[src/design/rdf_pkg.sv]
// package with shared constants, types and helper functions of the radix digit formatter
`default_nettype none
package rdf_pkg;

  localparam int unsigned VALUE_BITS_DEF = 31;
  localparam int unsigned MAX_DIGITS_DEF = 32;

  localparam int unsigned RADIX_W = 5;
  localparam int unsigned DIGIT_W = 4;
  localparam int unsigned CHAR_W  = 8;

  localparam logic [RADIX_W-1:0] RADIX_MIN = 5'd2;
  localparam logic [RADIX_W-1:0] RADIX_MAX = 5'd16;

  localparam logic [CHAR_W-1:0]  CHAR_ZERO = 8'h30;
  localparam logic [CHAR_W-1:0]  CHAR_A    = 8'h41;
  localparam logic [DIGIT_W-1:0] DIGIT_TEN = 4'd10;

  typedef struct packed {
    logic               start;
    logic [RADIX_W-1:0] divisor;
  } div_req_t;

  function automatic logic [RADIX_W-1:0] clamp_radix(input logic [RADIX_W-1:0] r);
    logic [RADIX_W-1:0] res;
    res = r;
    if (r < RADIX_MIN) begin
      res = RADIX_MIN;
    end else if (r > RADIX_MAX) begin
      res = RADIX_MAX;
    end
    return res;
  endfunction

  function automatic logic [CHAR_W-1:0] digit_to_ascii(input logic [DIGIT_W-1:0] d);
    logic [CHAR_W-1:0] res;
    if (d >= DIGIT_TEN) begin
      res = CHAR_A + CHAR_W'(d - DIGIT_TEN);
    end else begin
      res = CHAR_ZERO + CHAR_W'(d);
    end
    return res;
  endfunction

endpackage
`default_nettype wire

[src/design/rdf_digit_buf.sv]
// digit store memory with one write port and one registered read port
`default_nettype none
module rdf_digit_buf import rdf_pkg::*; #(
  parameter int unsigned MAX_DIGITS = MAX_DIGITS_DEF
) (
  input  wire logic                          clk_i,
  input  wire logic                          wr_en_i,
  input  wire logic [$clog2(MAX_DIGITS)-1:0] wr_addr_i,
  input  wire logic [DIGIT_W-1:0]            wr_data_i,
  input  wire logic                          rd_en_i,
  input  wire logic [$clog2(MAX_DIGITS)-1:0] rd_addr_i,
  output logic [DIGIT_W-1:0]                 rd_data_o
);

  logic [DIGIT_W-1:0] mem_q [MAX_DIGITS];
  logic [DIGIT_W-1:0] rd_data_q;

  always_ff @(posedge clk_i) begin
    if (wr_en_i) begin
      mem_q[wr_addr_i] <= wr_data_i;
    end
    if (rd_en_i) begin
      rd_data_q <= mem_q[rd_addr_i];
    end
  end

  assign rd_data_o = rd_data_q;

endmodule
`default_nettype wire

[config.mk]
export PLATFORM = sky130hd
export DESIGN_NAME = rdf_digit_buf
export DESIGN_NICKNAME = d
export VERILOG_FILES = /design/src/design/rdf_pkg.sv /design/src/design/rdf_digit_buf.sv
export SDC_FILE = /design/constraint.sdc
export NUM_CORES = 1
export LEC_CHECK = 0
export BUFFER_PORTS_ARGS = -buffer_cell sky130_fd_sc_hd__buf_4
export CAP_MARGIN = 20
export CORE_AREA = 5 5 109 101
export CTS_CLUSTER_DIAMETER = 100
export DETAILED_ROUTE_END_ITERATION = 8
export DIE_AREA = 0 0 114 106
export HOLD_SLACK_MARGIN = 0.03
export PLACE_DENSITY = 0.78
export SLEW_MARGIN = 10
export SYNTH_ARGS = -nofsm -noshare
export SYNTH_HDL_FRONTEND = slang
export SYNTH_SLANG_ARGS = --single-unit
[constraint.sdc]
create_clock -name clk_i -period 2.4 [get_ports clk_i]
set_input_delay 0.72 -clock clk_i [delete_from_list [all_inputs] [get_ports clk_i]]
set_output_delay 0.72 -clock clk_i [all_outputs]
set_load 0.01 [all_outputs]
==> qor.csv <==
metric;value;unit
rows;35;
areaGrowthSynthToFinish;18.12;%
rsz0062_at_grt;no;
yosysTopAreaCellShare;76.54;%
path_class;primary input to flip-flop;
routed_via_density;6.032;
cp-end-kind;flip-flop;
cts_tree;built;
max_freq;481.3;MHz
timing.final.crit_share;86.58;%
yosys_warnings;0;
drtPass1Iterations;4;
die-width;114;um
syn_area_per_cell;22.42;um^2
drcViolationCount;0;
synth_largest_area_cell;edfxtp_1;
grt_pass1_wl;15640;um
path_buf_inv;2;
hold_viol_final;0;
multi_input_area;1154;um^2
antenna_cells;0;
route.met3.wl;735;um
highest_layer;met4;
cts_max_path_buffers;2;
place_congestion;0.7728;
hold_slack;459.3;ps
cts_setup_buffers;0;
worstPathCellList;buf_4, buf_12, mux4_2, mux4_2, mux2_2;
path_max_fanout;12;
dpl_worst_slack;-194.9;ps
leakage;1.948;nW
vdd_ir_drop_max;0.0004361;V
power.density;860.0;nW/um^2
regArea;3964;um^2
synth_area;5179;um^2
finalWirelength;10090;um
cpPeakStageDelay;500;ps
cts_inserted_buffers;17;
synth_area_leaders;edfxtp_1, mux4_2, nor2_1;
cts.clk_slew.worst_paths;60;ps
layout_common_cells;edfxtp_1, mux4_2, nor2_1;
cpMaxStageDelayCell;mux4_2;
required;2660;ps
crit_path_frequent_cell;mux4_2;
cts_resized;0;
hold_buffers;0;
netlist_instances;231;
worst_pin_slew;579.4;ps
final_nets;284;
slew_viol_final;0;
grt-ovfl-total;0;
skew;7.733;ps
worstHoldPathType;primary input to flip-flop;
grt_max_degree;33;
startpoint_type;primary input;
status;completed;
layout_commonest_cell;edfxtp_1;
drive_gt1_share;37.86;%
finalCriticalPeriod;2078;ps
fin_ws;322.1;ps
yosysUniqueCellTypes;13;
die_h;106;um
synth_seq_area_share;76.54;%
vias;2467;
clk_latency;510;ps
wl_met2;4974;um
met1_length;4243;um
cap_violations;0;
clock-sinks;132;
root_buffer;clkbuf_8;
dieArea;12080;um^2
start_util;52.56;%
num-fill-cells;651;
io_pins;21;
critPathArrivalTime;2340;ps
setup_tns;0;ps
critical_path.top_delay_family;multiplexers;
yosys_register_bits;132;
placedCellCount;377;
relSlewSlack;61.26;%
dp_hpwl;6431;um
cts_max_level;4;
synth_nets;248;
antenna_found_initial;0;
finalSetupViolations;0;
grt_pass1_vias;2542;
avgRoutedWirePerCell;24.66;um
core_area;9853;um^2
drt_iter0_drc;244;
ant_nets;0;
port_buffers;20;
fin_cells;409;
track_usage;18.38;%
-- layout make-up --
class                      count  area share [%]
sequential                   132           64.80
multi-input combinational     89           18.86
clock buffer                  17           6.770
timing repair buffer          27           4.541
tap                          129           2.639
clock inverter                15           2.393
-- flip-flops by register name, summed over array words and instances (netlist names) --
signal and flops:
mem_q 128, rd_data_o 4
-- logic make-up after synthesis --
logic type / synth area share, %
AND/OR/NAND/NOR: 4.011
multiplexers: 18.27
flip-flops: 76.54
buffers and inverters: 1.184
-- stage by stage --
step	total power (W)	util, %	area [um^2]
CTS	0.005292	62.08	6117
detailed placement	0.002907	56.39	5557
floorplan	0.002784	-	5220
global placement	0.002898	56.39	5557
finish	0.005261	62.08	6117
global route	0.005417	62.08	6117
-- worst reg2reg max path, cell delays in order (launching register included) --
cell      delay [ps]
edfxtp_1         420
mux4_2           500
mux4_2           490
mux2_2           270
-- path summary, 6_finish.rpt --
path                                        startpoint                      to  slack, ps  cells after the start
worst max register to register  mem_q[30][2]$_DFFE_PP_  rd_data_o[2]$_DFFE_PP_        490                      3
worst max-delay path                      rd_addr_i[0]  rd_data_o[1]$_DFFE_PP_        320                      5
worst min-delay path                           rd_en_i  rd_data_o[0]$_DFFE_PP_        460                      1
worst min register to register  mem_q[22][2]$_DFFE_PP_  rd_data_o[2]$_DFFE_PP_        980                      3
-- metal layers --
metal / GRT usage [%] / vias to the layer above
met5: 0 / -
met4: 6.870 / 0
met3: 4.212 / 12
met2: 28.26 / 138
met1: 25.97 / 1271
li1: - / 1046
-- cells in the mapped netlist, drive strengths merged --
cell type	count
or3	1
edfxtp	132
clkbuf	2
nand3b	5
mux4	40
buf	8
mux2	4
nor2	33
or3b	3
nand3	2
nand2	1
-- where the power goes --
part           total, W  internal [W]  leakage (nW)  switching, W
Combinational  0.000276      0.000136         0.480      0.000140
Sequential      0.00258       0.00257          1.19     0.0000102
Clock           0.00240       0.00140         0.276       0.00100
Total           0.00526       0.00411          1.95       0.00115
Power figures use the tool's default switching activity.
