[config.mk]
export PLATFORM = sky130hd
export DESIGN_NAME = rdf_divider
export DESIGN_NICKNAME = d
export VERILOG_FILES = /design/src/design/rdf_pkg.sv /design/src/design/rdf_divider.sv
export SDC_FILE = /design/constraint.sdc
export NUM_CORES = 1
export LEC_CHECK = 0
export BUFFER_PORTS_ARGS = -buffer_cell sky130_fd_sc_hd__buf_2
export CAP_MARGIN = 5
export CORE_ASPECT_RATIO = 1.2
export CORE_MARGIN = 3
export CORE_UTILIZATION = 40
export CTS_CLUSTER_SIZE = 30
export DETAILED_ROUTE_END_ITERATION = 6
export GPL_TIMING_DRIVEN = 0
export PLACE_DENSITY = 0.66
export SLEW_MARGIN = 20
export SYNTH_ARGS = -nofsm -noshare
export SYNTH_HDL_FRONTEND = slang
export SYNTH_SLANG_ARGS = --single-unit
[constraint.sdc]
create_clock -name clk_i -period 4.19 [get_ports clk_i]
set_input_delay 0.838 -clock clk_i [delete_from_list [all_inputs] [get_ports clk_i]]
set_output_delay 0.838 -clock clk_i [all_outputs]
set_load 0.01 [all_outputs]
[src/design/rdf_pkg.sv]
// package with shared constants, types and helper functions of the radix digit formatter
`default_nettype none
package rdf_pkg;

  localparam int unsigned VALUE_BITS_DEF = 31;
  localparam int unsigned MAX_DIGITS_DEF = 32;

  localparam int unsigned RADIX_W = 5;
  localparam int unsigned DIGIT_W = 4;
  localparam int unsigned CHAR_W  = 8;

  localparam logic [RADIX_W-1:0] RADIX_MIN = 5'd2;
  localparam logic [RADIX_W-1:0] RADIX_MAX = 5'd16;

  localparam logic [CHAR_W-1:0]  CHAR_ZERO = 8'h30;
  localparam logic [CHAR_W-1:0]  CHAR_A    = 8'h41;
  localparam logic [DIGIT_W-1:0] DIGIT_TEN = 4'd10;

  typedef struct packed {
    logic               start;
    logic [RADIX_W-1:0] divisor;
  } div_req_t;

  function automatic logic [RADIX_W-1:0] clamp_radix(input logic [RADIX_W-1:0] r);
    logic [RADIX_W-1:0] res;
    res = r;
    if (r < RADIX_MIN) begin
      res = RADIX_MIN;
    end else if (r > RADIX_MAX) begin
      res = RADIX_MAX;
    end
    return res;
  endfunction

  function automatic logic [CHAR_W-1:0] digit_to_ascii(input logic [DIGIT_W-1:0] d);
    logic [CHAR_W-1:0] res;
    if (d >= DIGIT_TEN) begin
      res = CHAR_A + CHAR_W'(d - DIGIT_TEN);
    end else begin
      res = CHAR_ZERO + CHAR_W'(d);
    end
    return res;
  endfunction

endpackage
`default_nettype wire

[src/design/rdf_divider.sv]
// bit-serial restoring divider by a small radix, one quotient bit per cycle
`default_nettype none
module rdf_divider import rdf_pkg::*; #(
  parameter int unsigned VALUE_BITS = VALUE_BITS_DEF
) (
  input  wire logic                  clk_i,
  input  wire logic                  rst_ni,
  input  wire div_req_t              req_i,
  input  wire logic [VALUE_BITS-1:0] dividend_i,
  output logic                       done_o,
  output logic [VALUE_BITS-1:0]      quotient_o,
  output logic [DIGIT_W-1:0]         remainder_o
);

  localparam int unsigned CNT_W = $clog2(VALUE_BITS);

  logic                  busy_q;
  logic                  done_q;
  logic [CNT_W-1:0]      cnt_q;
  logic [VALUE_BITS-1:0] num_q, num_d;
  logic [DIGIT_W-1:0]    rem_q, rem_d;
  logic [RADIX_W-1:0]    div_q;
  logic [RADIX_W-1:0]    trial;
  logic [RADIX_W-1:0]    diff;
  logic                  ge;
  logic                  start;

  assign start = req_i.start && !busy_q;

  always_comb begin
    trial = {rem_q, num_q[VALUE_BITS-1]};
    ge    = (trial >= div_q);
    diff  = trial - div_q;
    rem_d = ge ? diff[DIGIT_W-1:0] : trial[DIGIT_W-1:0];
    num_d = {num_q[VALUE_BITS-2:0], ge};
  end

  always_ff @(posedge clk_i or negedge rst_ni) begin
    if (!rst_ni) begin
      busy_q <= 1'b0;
      done_q <= 1'b0;
      cnt_q  <= '0;
    end else begin
      done_q <= 1'b0;
      if (start) begin
        busy_q <= 1'b1;
        cnt_q  <= CNT_W'(VALUE_BITS - 1);
      end else if (busy_q) begin
        if (cnt_q == '0) begin
          busy_q <= 1'b0;
          done_q <= 1'b1;
        end else begin
          cnt_q <= cnt_q - 1'b1;
        end
      end
    end
  end

  always_ff @(posedge clk_i) begin
    if (start) begin
      num_q <= dividend_i;
      rem_q <= '0;
      div_q <= req_i.divisor;
    end else if (busy_q) begin
      num_q <= num_d;
      rem_q <= rem_d;
    end
  end

  assign done_o      = done_q;
  assign quotient_o  = num_q;
  assign remainder_o = rem_q;

endmodule
`default_nettype wire

==> reports/results.ini <==
[power]
ir_worst_vdd_mv=0.345
p_leak_uw=0.00123
p_per_area_nw_per_um2=781

[cts]
clk_latency_ns=0.29
clkTransAtPathRegs_ns=0.09
cts_max_level=2
holdBufCountCts=0
cts_buffer_depth=2
clock_sinks=47
root_buffer=clkbuf_8
cts_setup_buffers=0
tritoncts=yes
cts_resized=0
cts_buffers=5

[sta]
finalHoldViolCount=0
finalSetupTns_ns=0
fin_skew_ns=0.00106
setup_viol=0
timing.fmax_ghz=0.558
worst_slew_pin_slew_ns=0.656
finalCriticalPeriod_ns=1.79
slew_headroom_pct=56.2
rsz0062_at_grt=no
maxSlewViolCount=0
period_share_pct=42.8

[yosys]
synth-xor-area-share_pct=1.20
synth.area.mux_share_pct=16.8
synth-edff-count=36
synthCells=149
ys.flop_type=edfxtp_1
synth_top_family_by_area=multiplexers
seq_area_frac_synth_pct=61.0
ys_types=38
synthAdderAreaFrac_pct=4.34
yosys_warnings=0
netlist_area_um2=2190
synth.ff_latch_count=47
synth-simple-area-share_pct=6.74
synth_compound_area_share_pct=5.77
syn_avg_cell_area_um2=14.7
syn_nets=195
async_flop_share_pct=14.9

[die]
num_io_pins=75
die_w_um=73.6
start_util_pct=42.8
dieArea_um2=6400
die_h_um=87.1
fp-row-count=28
core_um2=5110

[placement]
dp.cells=282
dp_hpwl_mm=3.04
routabilityCongestion=0.702
io_buffers=73

[setup_path]
required_ns=4.24
path_class=in -> reg
end_kind=flop
critPathMaxFanout=10
critPathLaunchType=input port
arrival_ns=1.84

[cells_and_area]
area_growth_pct=26.3
antenna_cells=0
final_util_pct=54.1
nets=275
final_common_cell=buf_2
final_cell_mix=73 x buf_2, 36 x edfxtp_1, 30 x mux2_1
stdcell_count=290
drive_gt1_share_pct=41.7

[run_status]
run_status=complete, no violations

[job]
maxCapViolCount=0

[route]
drt_iter0_drc=47
drt-pass1-iter-count=3
routed_wl_mm=4.15
drcViolationCount=0
wl_per_cell_um=14.3
antenna_left=0
vias=1441
viasPerCell=4.97

[global_routing]
grt_use_met3_pct=5.31
grt-ovfl-total=0
use_met2_pct=21.9
antenna_found_initial=0
grt_pass1_wl_mm=6.87
grt_max_degree=32
first_global_vias=1463
grt_use_met1_pct=17.6
grt-busiest-layer=met2
grt_usage_pct=13.9

[worst_hold_path]
min_path_type=in -> async

worst paths after layout:
check,from,slack (ns),cells past startpoint,to
worst max-delay path,req_i[5],2.40,5,quotient_o[7]
worst min-delay path,rst_ni,0.35,1,cnt_q[0]
worst max register to register,quotient_o[30],2.48,7,remainder_o[0]
worst min register to register,remainder_o[2],0.53,2,remainder_o[2]
max in group asynchronous,rst_ni,3.68,1,cnt_q[3]
min in group clk_i,remainder_o[2],0.53,2,remainder_o[2]
metal layers:
metal	vias up	wire length, µm
met1	685	1770
met3	6	356
met4	0	51
li1	703	-
met5	-	0
met2	47	1970
power by group:
group | switching (µW) | internal (µW)
sequential | 127 | 795
combinational | 436 | 408
clock | 157 | 238
cell type report:
class	instances	area, µm²
fill	459	2350
sequential	47	1340
multi-input combinational	85	764
timing repair buffer	73	365
tap	60	75.1
clock buffer	5	68.8
clock inverter	3	67.6
buffer	7	52.6
inverter	10	37.5
synth_stat cells (2+ instances only):
| cell | count | area share [%] |
|---|---|---|
| nor2_1 | 3 | 0.51 |
| nor2b_1 | 2 | 0.57 |
| nand3_1 | 2 | 0.46 |
| dfrtp_1 | 7 | 8.0 |
| dfxtp_1 | 4 | 3.7 |
| o211ai_1 | 2 | 0.69 |
| edfxtp_1 | 36 | 49 |
| mux2i_1 | 2 | 0.91 |
| inv_1 | 9 | 1.5 |
| ha_1 | 6 | 3.4 |
| nand2_1 | 7 | 1.2 |
| nor3_1 | 3 | 0.69 |
| mux2_1 | 30 | 15 |
| xnor2_1 | 2 | 0.80 |
| a21oi_1 | 6 | 1.4 |
| a21o_1 | 2 | 0.69 |
| buf_4 | 5 | 1.7 |
critical path: stages:
cell and delay [ns]:
buf_4 0.15, nor2b_1 0.16, buf_4 0.16, buf_4 0.19
mux2_1 0.34
registers in the layout, indices dropped and copies added, names as in the netlist:
register	cells
cnt_q	5
done_o	1
div_q	5
remainder_o	4
busy_q	1
quotient_o	31
cell families (layout without fill, tap and decap cells):
group	Yosys count	after routing
flip-flops	47	47
multiplexers	33	33
buffers and inverters	17	98
AND/OR/NAND/NOR	24	24
AO/OA/AOI/OAI	18	18
XOR/XNOR	3	3
adder cells (fa/ha/maj)	7	7
through the flow:
stage | total power (µW) | cell area [µm²] | hold WS (ns) | setup WS (ns)
after floorplan | 1480 | 2190 | 0.533 | 2.17
final | 2160 | 2770 | 0.355 | 2.40
after detailed placement | 1790 | 2630 | 0.522 | 2.09
after CTS | 2190 | 2770 | 0.350 | 2.40
after global routing | 2330 | 2770 | 0.347 | 2.34
after global placement | 1770 | 2630 | 0.520 | 1.85
No activity file was read; power rests on OpenSTA's default activity.
